===== config.mk =====
export PLATFORM = sky130hd
export DESIGN_NAME = ir_handset_receiver
export DESIGN_NICKNAME = d
export VERILOG_FILES = /design/src/design/irhr_pkg.sv /design/src/design/irhr_ram.sv /design/src/design/ir_handset_receiver.sv
export SDC_FILE = /design/constraint.sdc
export NUM_CORES = 1
export LEC_CHECK = 0
export ABC_AREA = 1
export CORE_UTILIZATION = 55
export DETAILED_ROUTE_END_ITERATION = 16
export DONT_BUFFER_PORTS = 1
export PLACE_DENSITY = 0.7
export SLEW_MARGIN = 10
export SYNTH_ARGS = -nofsm -noshare
export SYNTH_HDL_FRONTEND = slang
export SYNTH_SLANG_ARGS = --single-unit

===== constraint.sdc =====
create_clock -name clk -period 4 [get_ports clk]
set_clock_uncertainty 0.2 [all_clocks]
set_input_delay 0.8 -clock clk [delete_from_list [all_inputs] [get_ports clk]]
set_output_delay 0.8 -clock clk [all_outputs]
set_load 0.02 [all_outputs]

===== src/design/irhr_pkg.sv =====
`timescale 1ns / 1ps

package irhr_pkg;

  // Input beat kinds carried on tuser.
  typedef enum logic [2:0] {
    KIND_POLL   = 3'd0,
    KIND_ACK    = 3'd1,
    KIND_TICK   = 3'd2,
    KIND_KEYPAD = 3'd3,
    KIND_JOY    = 3'd4
  } kind_t;

  // Configuration register indexes.
  localparam logic [1:0] REG_ACK_DELAY = 2'd0;
  localparam logic [1:0] REG_GAP_DELAY = 2'd1;

  localparam logic [15:0] ACK_DELAY_RESET = 16'd30;
  localparam logic [15:0] GAP_DELAY_RESET = 16'd1000;

  // Keypad and message constants.
  localparam int          KEY_COUNT  = 20;
  localparam int          KEY_W      = 20;
  localparam logic [5:0]  SHIFT_CODE = 6'h24;
  localparam int          SHIFT_POS  = 3;
  localparam logic [3:0]  JOY_CENTER = 4'd7;
  localparam logic [3:0]  JOY_MAX    = 4'd14;
  localparam logic [3:0]  JOY_SAT_IN = 4'd15;

  // One entry of the per-unit table.
  typedef struct packed {
    logic [KEY_W-1:0] key_sample;
    logic [7:0]       joy_sample;
    logic [5:0]       last_key;
    logic [7:0]       last_joy;
  } unit_entry_t;

  localparam int ENTRY_W = $bits(unit_entry_t);

  // Outcome of a keypad check.
  typedef struct packed {
    logic       post;
    logic [5:0] code;
  } key_result_t;

  function automatic logic [2:0] gray3(input logic [2:0] m);
    return m ^ (m >> 1);
  endfunction

  // Joystick message from a latched position (x in bits 3..0, y in 7..4).
  function automatic logic [11:0] joy_message(input logic [7:0] cur, input logic [1:0] u);
    logic [3:0] x;
    logic [3:0] y;
    logic [3:0] mx;
    logic [3:0] my;
    logic       sx;
    logic       sy;
    x  = cur[3:0];
    y  = cur[7:4];
    sx = (x <= JOY_CENTER);
    sy = (y <= JOY_CENTER);
    mx = sx ? (JOY_CENTER - x) : (x - JOY_CENTER);
    my = sy ? (JOY_CENTER - y) : (y - JOY_CENTER);
    return {1'b0, sy, gray3(my[2:0]), sx, gray3(mx[2:0]), u, 1'b1};
  endfunction

  function automatic logic [11:0] key_message(input logic [5:0] code, input logic [1:0] u);
    return {2'b00, code, 1'b0, u, 1'b0};
  endfunction

  // Priority-encoded key with shift tracking and held-key suppression.
  function automatic key_result_t key_eval(input logic [KEY_W-1:0] kb,
                                           input logic [5:0] prev);
    key_result_t      res;
    logic [31:0]      kb_ext;
    logic             shift;
    logic             held;
    logic             found;
    logic [4:0]       idx;
    logic [KEY_W-1:0] masked;
    kb_ext = {{(32-KEY_W){1'b0}}, kb};
    shift  = kb[SHIFT_POS];
    held   = (prev != 6'd0) && (prev != SHIFT_CODE) && kb_ext[prev[4:0]];
    masked = kb;
    masked[SHIFT_POS] = 1'b0;
    found  = 1'b0;
    idx    = 5'd0;
    // Walk down so that the lowest pressed key wins.
    for (int i = KEY_COUNT - 1; i >= 0; i--) begin
      if (masked[i]) begin
        found = 1'b1;
        idx   = 5'(i + 1);
      end
    end
    if (held) begin
      res.post = (prev[5] != shift);
      res.code = {shift, prev[4:0]};
    end else begin
      if (found) begin
        res.code = {shift, idx};
      end else if (shift) begin
        res.code = SHIFT_CODE;
      end else begin
        res.code = 6'd0;
      end
      res.post = (res.code != prev);
    end
    return res;
  endfunction

endpackage


===== src/design/irhr_ram.sv =====
`timescale 1ns / 1ps

// Simple dual-port RAM with a registered read.
module irhr_ram #(
  parameter int WIDTH = 8,
  parameter int DEPTH = 4,
  localparam int AddrW = (DEPTH > 1) ? $clog2(DEPTH) : 1
) (
  input  logic             clk,
  input  logic             wr_en,
  input  logic [AddrW-1:0] wr_addr,
  input  logic [WIDTH-1:0] wr_data,
  input  logic [AddrW-1:0] rd_addr,
  output logic [WIDTH-1:0] rd_data
);

  logic [WIDTH-1:0] mem [DEPTH];

  // Write port and registered read port.
  always_ff @(posedge clk) begin
    if (wr_en) begin
      mem[wr_addr] <= wr_data;
    end
    rd_data <= mem[rd_addr];
  end

endmodule


===== src/design/ir_handset_receiver.sv =====
`timescale 1ns / 1ps
// Path: an acknowledge, unknown or plain tick beat goes from acceptance through ST_DONE to its
// result beat, a sample beat through ST_SAMPLE and ST_DONE, a poll or a tick that sends the last
// nibble through ST_SCAN_RD and ST_SCAN_EV for each unit checked (joysticks first, then keypads).
// Throughput: one beat at a time; the next beat is taken the cycle after the result is loaded.
// Reset (rst, synchronous) clears the handshake state and the registers to 30 and 1000; the
// per-unit table reads as zero until each entry is first written.
module ir_handset_receiver #(
  parameter int NUM_UNITS = 4
) (
  input  logic        clk,
  input  logic        rst,
  // Input stream.
  input  logic        s_axis_tvalid,
  output logic        s_axis_tready,
  // tdata: ack_level[0], unit[2:1], key_bits[22:3], joy_x[26:23], joy_y[30:27], pad[31]
  input  logic [31:0] s_axis_tdata,
  // tuser: kind[2:0]
  input  logic [2:0]  s_axis_tuser,
  // Result stream.
  output logic        m_axis_tvalid,
  input  logic        m_axis_tready,
  // tdata: int_line[0], data_nibble[4:1], clock_level[5], nibbles_left[7:6]
  output logic [7:0]  m_axis_tdata,
  // Configuration writes.
  input  logic        cfg_valid,
  output logic        cfg_ready,
  input  logic [1:0]  cfg_index,
  input  logic [15:0] cfg_data
);

  localparam int AddrW = (NUM_UNITS > 1) ? $clog2(NUM_UNITS) : 1;
  localparam int VDepth = 1 << AddrW;
  localparam logic [2:0] UnitLimit = 3'(NUM_UNITS);
  localparam logic [1:0] LastUnit = 2'(NUM_UNITS - 1);
  localparam int ENTRY_W_L = irhr_pkg::ENTRY_W;

  typedef enum logic [2:0] {
    ST_IDLE,
    ST_SAMPLE,
    ST_SCAN_RD,
    ST_SCAN_EV,
    ST_DONE
  } state_t;

  state_t state;

  // Input fields.
  logic [2:0]  in_kind;
  logic        in_ack;
  logic [1:0]  in_unit;
  logic [19:0] in_keys;
  logic [3:0]  in_jx;
  logic [3:0]  in_jy;

  assign in_kind = s_axis_tuser;
  assign in_ack  = s_axis_tdata[0];
  assign in_unit = s_axis_tdata[2:1];
  assign in_keys = s_axis_tdata[22:3];
  assign in_jx   = s_axis_tdata[26:23];
  assign in_jy   = s_axis_tdata[30:27];

  // Latched item.
  logic [2:0]  item_kind;
  logic [1:0]  item_unit;
  logic [19:0] item_keys;
  logic [7:0]  item_joy;

  // Configuration registers.
  logic [15:0] ack_ticks;
  logic [15:0] gap_ticks;

  // Handshake state.
  logic [11:0] msg_buf;
  logic [1:0]  pending;
  logic        clock_flag;
  logic        ack_flag;
  logic        intr;
  logic [15:0] delay_count;
  logic        delay_armed;

  // Poll sequencer.
  logic [1:0]  scan_idx;
  logic        scan_key;
  logic        scan_single;

  // Table access.
  logic [VDepth-1:0]         entry_valid;
  logic                      rd_valid;
  logic [AddrW-1:0]          rd_addr;
  logic [ENTRY_W_L-1:0]      ram_q;
  logic                      ram_we;
  logic [AddrW-1:0]          ram_waddr;
  irhr_pkg::unit_entry_t     rd_entry;
  irhr_pkg::unit_entry_t     wr_entry;

  // Evaluation of the entry under scan.
  logic                  joy_change;
  irhr_pkg::key_result_t key_res;
  logic                  do_post;
  logic [11:0]           post_msg;

  // Derived control values.
  logic [3:0]  jx_sat;
  logic [3:0]  jy_sat;
  logic [1:0]  pending_dec;
  logic [1:0]  recheck_unit;

  assign s_axis_tready = (state == ST_IDLE);
  assign cfg_ready     = 1'b1;

  assign jx_sat       = (in_jx == irhr_pkg::JOY_SAT_IN) ? irhr_pkg::JOY_MAX : in_jx;
  assign jy_sat       = (in_jy == irhr_pkg::JOY_SAT_IN) ? irhr_pkg::JOY_MAX : in_jy;
  assign pending_dec  = pending - 2'd1;
  assign recheck_unit = ~msg_buf[2:1];

  // The accepted beat's unit is read while idle; the scan index otherwise.
  assign rd_addr = (state == ST_IDLE) ? in_unit[AddrW-1:0] : scan_idx[AddrW-1:0];

  irhr_ram #(
    .WIDTH(ENTRY_W_L),
    .DEPTH(NUM_UNITS)
  ) u_table (
    .clk    (clk),
    .wr_en  (ram_we),
    .wr_addr(ram_waddr),
    .wr_data(wr_entry),
    .rd_addr(rd_addr),
    .rd_data(ram_q)
  );

  // Entries never written read as zero.
  assign rd_entry = rd_valid ? irhr_pkg::unit_entry_t'(ram_q) : '0;

  // Check of the unit under scan.
  always_comb begin
    joy_change = (rd_entry.joy_sample != rd_entry.last_joy);
    key_res    = irhr_pkg::key_eval(rd_entry.key_sample, rd_entry.last_key);
    if (scan_key) begin
      do_post  = key_res.post;
      post_msg = irhr_pkg::key_message(key_res.code, scan_idx);
    end else begin
      do_post  = joy_change;
      post_msg = irhr_pkg::joy_message(rd_entry.joy_sample, scan_idx);
    end
  end

  // Table write-back for samples and for posted messages.
  always_comb begin
    ram_we    = 1'b0;
    ram_waddr = scan_idx[AddrW-1:0];
    wr_entry  = rd_entry;
    case (state)
      ST_SAMPLE: begin
        ram_waddr = item_unit[AddrW-1:0];
        ram_we    = ({1'b0, item_unit} < UnitLimit);
        if (item_kind == irhr_pkg::KIND_KEYPAD) begin
          wr_entry.key_sample = item_keys;
        end else begin
          wr_entry.joy_sample = item_joy;
        end
      end
      ST_SCAN_EV: begin
        ram_we = do_post;
        if (scan_key) begin
          wr_entry.last_key = key_res.code;
        end else begin
          wr_entry.last_joy = rd_entry.joy_sample;
        end
      end
      default: begin
        ram_we = 1'b0;
      end
    endcase
  end

  // Sequencer, handshake state and result register.
  always_ff @(posedge clk) begin
    if (rst) begin
      state         <= ST_IDLE;
      ack_ticks     <= irhr_pkg::ACK_DELAY_RESET;
      gap_ticks     <= irhr_pkg::GAP_DELAY_RESET;
      msg_buf       <= '0;
      pending       <= '0;
      clock_flag    <= 1'b0;
      ack_flag      <= 1'b0;
      intr          <= 1'b0;
      delay_count   <= '0;
      delay_armed   <= 1'b0;
      entry_valid   <= '0;
      rd_valid      <= 1'b0;
      m_axis_tvalid <= 1'b0;
      scan_idx      <= '0;
      scan_key      <= 1'b0;
      scan_single   <= 1'b0;
    end else begin
      if (cfg_valid) begin
        if (cfg_index == irhr_pkg::REG_ACK_DELAY) begin
          ack_ticks <= cfg_data;
        end else if (cfg_index == irhr_pkg::REG_GAP_DELAY) begin
          gap_ticks <= cfg_data;
        end
      end

      // The result register is reloaded in ST_DONE; elsewhere a taken beat empties it.
      if (m_axis_tvalid && m_axis_tready && state != ST_DONE) begin
        m_axis_tvalid <= 1'b0;
      end

      rd_valid <= entry_valid[rd_addr];
      if (ram_we) begin
        entry_valid[ram_waddr] <= 1'b1;
      end

      case (state)
        ST_IDLE: begin
          if (s_axis_tvalid) begin
            item_kind <= in_kind;
            item_unit <= in_unit;
            item_keys <= in_keys;
            item_joy  <= {jy_sat, jx_sat};
            case (in_kind)
              irhr_pkg::KIND_POLL: begin
                if (pending == 2'd0) begin
                  scan_idx    <= '0;
                  scan_key    <= 1'b0;
                  scan_single <= 1'b0;
                  state       <= ST_SCAN_RD;
                end else if (pending == 2'd3 && {1'b0, recheck_unit} < UnitLimit) begin
                  // Recheck the unit whose message is still waiting.
                  scan_idx    <= recheck_unit;
                  scan_key    <= msg_buf[0];
                  scan_single <= 1'b1;
                  state       <= ST_SCAN_RD;
                end else begin
                  state <= ST_DONE;
                end
              end
              irhr_pkg::KIND_ACK: begin
                state <= ST_DONE;
                if (pending != 2'd0 && in_ack != ack_flag) begin
                  ack_flag <= in_ack;
                  if (in_ack == clock_flag) begin
                    delay_count <= ack_ticks;
                    delay_armed <= 1'b1;
                  end
                end
              end
              irhr_pkg::KIND_TICK: begin
                if (delay_armed && delay_count <= 16'd1) begin
                  if (pending != 2'd0) begin
                    clock_flag <= ~clock_flag;
                    msg_buf    <= msg_buf >> 4;
                    pending    <= pending_dec;
                    intr       <= 1'b0;
                    // The gap delay follows the second nibble.
                    if (pending_dec == 2'd1) begin
                      delay_count <= gap_ticks;
                      delay_armed <= 1'b1;
                    end else begin
                      delay_count <= '0;
                      delay_armed <= 1'b0;
                    end
                    if (pending_dec == 2'd0) begin
                      scan_idx    <= '0;
                      scan_key    <= 1'b0;
                      scan_single <= 1'b0;
                      state       <= ST_SCAN_RD;
                    end else begin
                      state <= ST_DONE;
                    end
                  end else begin
                    delay_armed <= 1'b0;
                    delay_count <= '0;
                    state       <= ST_DONE;
                  end
                end else begin
                  if (delay_armed) begin
                    delay_count <= delay_count - 16'd1;
                  end
                  state <= ST_DONE;
                end
              end
              irhr_pkg::KIND_KEYPAD, irhr_pkg::KIND_JOY: begin
                state <= ST_SAMPLE;
              end
              default: begin
                state <= ST_DONE;
              end
            endcase
          end
        end
        ST_SAMPLE: begin
          state <= ST_DONE;
        end
        ST_SCAN_RD: begin
          state <= ST_SCAN_EV;
        end
        ST_SCAN_EV: begin
          if (do_post) begin
            msg_buf    <= ~post_msg;
            pending    <= 2'd3;
            clock_flag <= 1'b1;
            intr       <= 1'b1;
            state      <= ST_DONE;
          end else if (scan_single) begin
            state <= ST_DONE;
          end else if (scan_idx == LastUnit) begin
            // Joysticks first, then the keypads.
            if (!scan_key) begin
              scan_key <= 1'b1;
              scan_idx <= '0;
              state    <= ST_SCAN_RD;
            end else begin
              state <= ST_DONE;
            end
          end else begin
            scan_idx <= scan_idx + 2'd1;
            state    <= ST_SCAN_RD;
          end
        end
        ST_DONE: begin
          if (!m_axis_tvalid || m_axis_tready) begin
            m_axis_tvalid <= 1'b1;
            m_axis_tdata  <= {pending, clock_flag, msg_buf[3:0], intr};
            state         <= ST_IDLE;
          end
        end
        default: begin
          state <= ST_IDLE;
        end
      endcase
    end
  end

endmodule

# [After elaboration in Yosys (flattened, before gate mapping)]
# Memory sizes are Yosys's and may differ from the RTL's. A register that Yosys moved wholly into a read port is not among the register bits.
# Index checks and enable logic that the tools add are counted.
[totals] reg_bits=120 ram_bits=168 in_bits=58 output_inout_bits=11 wordCells=263 memories=1
[memory_table] memory="u_table.mem" depth=4 word_bits=42 read_ports=1 rd_clocked_by_memory_dff=1 wr=1 line_no="irhr_ram.sv:17" text="logic [WIDTH-1:0] mem [DEPTH];"
[classes] add_sub_neg=7 order_cmp=7 n_eq_ne=44 n_mux=142 bitwise_logic=8 reduce_logical=32
[op_table] operator="16-bit 2-to-1 mux" n=6
[op_table] operator="5-bit 2-to-1 mux" n=19
[op_table] operator="12-bit 2-to-1 mux" n=5
[op_table] operator="1-bit 2-to-1 mux" n=53
[op_table] operator="42-bit 2-to-1 mux" n=1
[op_table] operator="3-bit 2-to-1 mux" n=13
[op_table] operator="2-bit 2-to-1 mux" n=17
[op_table] operator="16-bit one-hot mux with 2 select lines" n=1
[op_table] operator="28-bit 2-to-1 mux" n=1
[op_table] operator="6-bit 2-to-1 mux" n=4
[op_table] operator="12-bit one-hot mux with 2 select lines" n=1
[op_table] operator="2-bit != test, second input constant" n=11
[op_table] operator="3-bit != test, second input constant" n=7
[op_table] operator="20-bit 2-to-1 mux" n=1
[op_table] operator="10-bit AND reduction" n=2
[op_table] operator="6-bit AND reduction" n=3
[op_table] operator="16-bit by 1-bit <= comparator with 1-bit output, second input constant" n=1
[op_table] operator="8-bit 2-to-1 mux" n=2
[op_table] operator="16-bit by 1-bit subtractor with 16-bit output, second input constant" n=1
[op_table] operator="3-bit by 2-bit equality test with 1-bit output, second input constant" n=5
[op_table] operator="3-bit one-hot mux with 5 select lines" n=1
[op_table] operator="14-bit 2-to-1 mux" n=1
[op_table] operator="1-bit one-hot mux with 2 select lines" n=7
[op_table] operator="12-bit NOT" n=1
[op_table] operator="44 further kinds" n=76

# [Depth between registers and ports, before layout]
[logic_depth] depth_word=28 depth_mapped=27 depth_no_buf=27

# [By module]
# A second synthesis with hierarchy kept.
[unflattened] hier_cells=1637 area_unflattened_um2=14699.1
[by_module_without_submodules] mod="irhr_ram" n_inst=1 cells_each=708 area_per_inst_um2=7973.9 seq_area_each_um2=5885.6
[by_module_without_submodules] mod="ir_handset_receiver" n_inst=1 cells_each=929 area_per_inst_um2=6725.2 seq_area_each_um2=2792.7

# [Worst setup path before layout]
# Ideal clock, no wire load.
[synth_path] path_kind="register to register" start="register rd_valid" end="memory u_table.mem[0][0] in the netlist's numbering (enable)" setup_time_ns=0.397 arrival_ns=2.644 required_time_ns=3.403 setup_slack_ns=0.759 stages_incl_launch_ff=17 path_buffers=2 synth_period_minus_slack_ns=3.241 cell_sequence="dfxtp_1 -> buf_6 -> nand2_2 -> inv_2 -> buf_4 -> o211ai_1 -> nand3_1 -> nand4_1 -> o2111ai_2 -> nand2_2 -> inv_2 -> nand2_1 -> nand2_2 -> nand3_2 -> nand2_1 -> nand2_1 -> inv_1"
[synth_via] elab_chain_cells=28
[synth_rtl] element="start: declaration" line_no="ir_handset_receiver.sv:89" text="logic rd_valid;"
[synth_rtl] element="start signal: assignment" line_no="ir_handset_receiver.sv:210" text="rd_valid <= entry_valid[rd_addr];"
[synth_rtl] element="42-bit 2-to-1 mux *" line_no="ir_handset_receiver.sv:133" text="assign rd_entry = rd_valid ? irhr_pkg::unit_entry_t'(ram_q) : '0;"
[synth_rtl] element="1-bit 2-to-1 mux or 5-bit 2-to-1 mux (tied branches) (19 in series)" line_no="irhr_pkg.sv:90" text="if (masked[i]) begin"
[synth_rtl] element="6-bit 2-to-1 mux" line_no="irhr_pkg.sv:99" text="if (found) begin"
[synth_rtl] element="6-bit 2-to-1 mux" line_no="irhr_pkg.sv:95" text="if (held) begin"
[synth_rtl] element="6-bit != test" line_no="irhr_pkg.sv:106" text="res.post = (res.code != prev);"
[synth_rtl] element="7-bit 2-to-1 mux" line_no="irhr_pkg.sv:95"
[synth_rtl] element="1-bit 2-to-1 mux *" line_no="ir_handset_receiver.sv:139" text="if (scan_key) begin"
[synth_rtl] element="1-bit one-hot mux with 2 select lines *" line_no="ir_handset_receiver.sv:153" text="case (state)"
[synth_rtl] element="1-bit 2-to-1 mux *" line_no="irhr_ram.sv:21" text="if (wr_en) begin"
[synth_rtl] element="1-bit 2-to-1 mux (not written as such) *" line_no="irhr_ram.sv:22" text="mem[wr_addr] <= wr_data;"
[synth_rtl] element="end: declaration" line_no="irhr_ram.sv:17"
# Every way passes the cells marked *; elsewhere a longest branch is shown, timed or not. The select of a mux whose other input is x is not followed.

# [Final worst setup path]
[layout_path] start="register rd_valid" end="memory u_table.mem[3][22] in the netlist's numbering (enable)"
# The elaborated chain is that of the path after synthesis.

==> summary by stage <==
Status
The run finished with clean final reports.

Power and ir drop
Power spread over the standard cell area amounts to 545 mW/mm². VDD sags by at most 0.000481 V. The total power consumption of the routed design is 8.33 mW. The analysis attributes to cell leakage a power of 5.78 nW.

GRT
Entering global routing, the biggest net connects 85 pins. The wire length of the first global-routing pass is 48800 µm. The number of antenna violations at the first check in global routing was 0.

The via count of the first global-routing pass is 9417. Global routing consumed, over all layers together, 24.0% of the routing resources. The remaining global-route overflow is 0.

Routing
The routed design has 30300 µm of wire. The total number of vias is 9918. The detail route stage leaves a number of antenna-violating nets equal to 0. The detailed-routing iteration count for the pre-antenna-repair pass is 6.

The vias per cell is 5.68. In the final routing, the length of wire on met1 measures 13900 µm. Summed over all nets, wire length on met3 after detailed routing comes to 2170 µm. The number of DRC markers after the initial detailed-route iteration is 974. The top layer used by detailed routing is met4. The routed wire length on met2 is 13700 µm. In the routed design, unresolved DRC markers number 0. The routed wire length per instance is 17.3 µm.

Floorplan
The die area is 0.0256 mm². Measured along the y axis, the die boundary spans 160 µm. The number of top-level pins is 69. The x dimension of the die is 160 µm. The total core area is 0.0244 mm². The initial utilization of the core area, before any placement, comes to 56.3%. The placement row count is 57.

CTS
The root buffer cell is clkbuf_16. The number of buffers added for setup after CTS is 0. The count of hold-fix buffers inserted at cts is 0. The latest clock arrival within the worst-skew pair is 520 ps.

Counting every sink on the clock net gives 329. The CTS tree is yes. The buffer levels on the longest clock path is 3. TritonCTS created 35 clock buffers. After clock tree synthesis, the clock-pin slew on the worst setup and hold paths is 60 ps. The H-tree generated during clock tree synthesis spans 2 levels. Gates resized during post-CTS repair numbered 0.

Synthesis
During synthesis, Yosys emitted a total of 0 warnings. Among all flip-flop cells after synthesis, the most frequent one is edfxtp_1. By count the netlist is led by nor2_1, nand2_1, edfxtp_1. By area the synthesized netlist is led by edfxtp_1, dfxtp_1, o21ai_0. The cell type with the largest total area after synthesis is edfxtp_1. The count of different cell masters after synthesis is 49.

After synthesis, the largest area contributor takes up 45.7% of total cell area. Synthesis produced a netlist whose cell count is 1404. The most common cell in the synthesized netlist is nor2_1.

The cell area that synthesis handed to floorplanning was 0.0137 mm². The synthesized area per cell is 9.79 µm². The register bit total from synthesis is 329.

The portion of the post-synthesis area used by sequential elements is 63.2%. Of all flip-flops after synthesis, the portion carrying an async set or reset was 0%. Yosys mapped a number of flops with a built-in enable equal to 209.

The number of nets produced by synthesis is 1472.

Flow run
The number of max-cap violations is 0.

Worst hold path
The number of cells on the worst hold path is 1. In this run the worst hold path is classified as in -> reg. The end point of the worst hold path is gap_ticks[1]. The origin of the worst min-delay path is rst.

Setup path
In this design, the critical path's most frequently occurring cell is nand2_1. The kind of critical path is reg -> reg. The worst reg-to-reg setup slack is 570 ps. The data arrival time of the critical path is 3450 ps. Traced cell by cell, the critical path runs through buf_4, nand2_1, o21ai_0, nand2_1, nand3_1, nand4_1, nand2_1, nand2_1, nand4_1, nor2_1, nand3_1, nand2_1, nand2_2, nand3_2, nand2_1, nand2_1, inv_2, buf_12.

The worst setup path is launched from a flop. Counting cells, the worst reg-to-reg path comes to 18. Data on the critical path is required at its endpoint by 4020 ps.

Along the worst path, the maximum fanout reaches 17. The startpoint of the worst-slack reg-to-reg timing path is rd_valid. The worst setup path is captured at a flop.

The largest individual stage delay along the critical path comes from the cell dfxtp_2. The sum of buffers and inverters on the critical path is 3. The cell class contributing the biggest share of worst-path delay is simple AND/OR/NAND/NOR gates. In this run the critical register-to-register path is captured at u_table.mem[3][22].

The largest single stage delay on the critical path is 560 ps.

STA
The headroom to the max-slew limit is 26.7%. The setup TNS is 0 ps. Setup repair after global routing left no endpoint under its margin. Subtracting the final worst setup slack from the clock period gives 3430 ps.

The achievable frequency is 292 MHz. The hold violation total from the final report is 0. The share of the cycle needed by the critical path after routing is 85.7%.

At the pin with the least slew margin, the transition time is 1090 ps. The max-slew violation total from the final report is 0. Setup violations remaining at the end of the flow were counted as 0.

Placed design
The HPWL reported at the end of detailed placement is 19000 µm. Input and output buffers added on the ports amount to 0. Summing all placed instances gives a cell area of 0.0141 mm².

At the end of routability-driven placement, the weighted congestion stood at 0.884.

Cells and area
The finished cells cover 0.0153 mm². The repair_antennas step left the layout with diodes totalling 0. The area growth from synthesis to layout is 11.3%. Cells with a size suffix above 1 make up 7.45% of the layout. In the final design database the tool counted 1463 nets.
## layout make-up
| class | instances | area, µm² |
|---|---|---|
| timing repair buffer | 21 | 208 |
| tap | 324 | 405 |
| clock buffer | 51 | 1030 |
| fill | 1995 | 9100 |
| multi-input combinational | 891 | 4360 |
| clock inverter | 13 | 163 |
| sequential | 329 | 8680 |
| inverter | 117 | 439 |
## sequential cells by signal, summed over array words and instances (netlist names), 2 cells and up
register,cells
pending,2
item_joy,8
item_unit,2
scan_idx,2
gap_ticks,16
item_kind,3
delay_count,16
item_keys,20
msg_buf,12
ack_ticks,16
entry_valid,4
state,3
m_axis_tdata,8
u_table.mem,168
u_table.rd_data,42
## worst max-delay path by stage
stage,start,end,slack (ps),cells past startpoint
3_5_place_dp,rd_valid,u_table.mem[3][31],590,18
3_3_place_gp,rd_valid,u_table.mem[3][31],590,19
4_1_cts,rd_valid,u_table.mem[3][12],580,19
5_1_grt,rd_valid,u_table.mem[3][12],210,19
2_1_floorplan,rd_valid,u_table.mem[0][0],760,16
6_report,rd_valid,u_table.mem[3][22],570,18
## report_power, final
group / switching (mW) / internal [mW]
clock network: 1.29 / 2.01
registers: 0.122 / 3.85
logic: 0.750 / 0.314
total: 2.16 / 6.17
## metal layers
| metal | track usage [%] | up-vias |
|---|---|---|
| li1 | - | 4872 |
| met3 | 3.97 | 43 |
| met5 | 0 | - |
| met1 | 34.5 | 4669 |
| met4 | 6.71 | 0 |
| met2 | 37.8 | 334 |
## cells in the final DEF (no fill, tap or decap), types with 17 or more instances in the layout
master and count:
dfxtp_1 119, nor2_1 211, o211ai_1 20, clkbuf_16 38, o22ai_1 45, nand2_1 210
a21oi_1 98, buf_4 17, nand3_1 38, o21ai_0 165, edfxtp_1 209, inv_1 103
## logic make-up after synthesis
kind of cell	share of synthesized area (%)
simple gates	14.9
flops	63.2
compound gates	15.3
other cells	0.0273
fa+ha+maj	0.911
xor+xnor	0.446
buf+inv	5.26
## per-stage QoR
stage / util, % / hold WS, ps / cells / setup slack (ps)
CTS: 62.7 / 136 / 1746 / 581
global placement: 57.8 / 236 / 1682 / 592
floorplan: - / 203 / 1404 / 759
finish: 62.7 / 151 / 1746 / 573
global route: 62.7 / 138 / 1746 / 211
detailed placement: 57.8 / 222 / 1682 / 593
No activity file was read; power rests on OpenSTA's default activity.
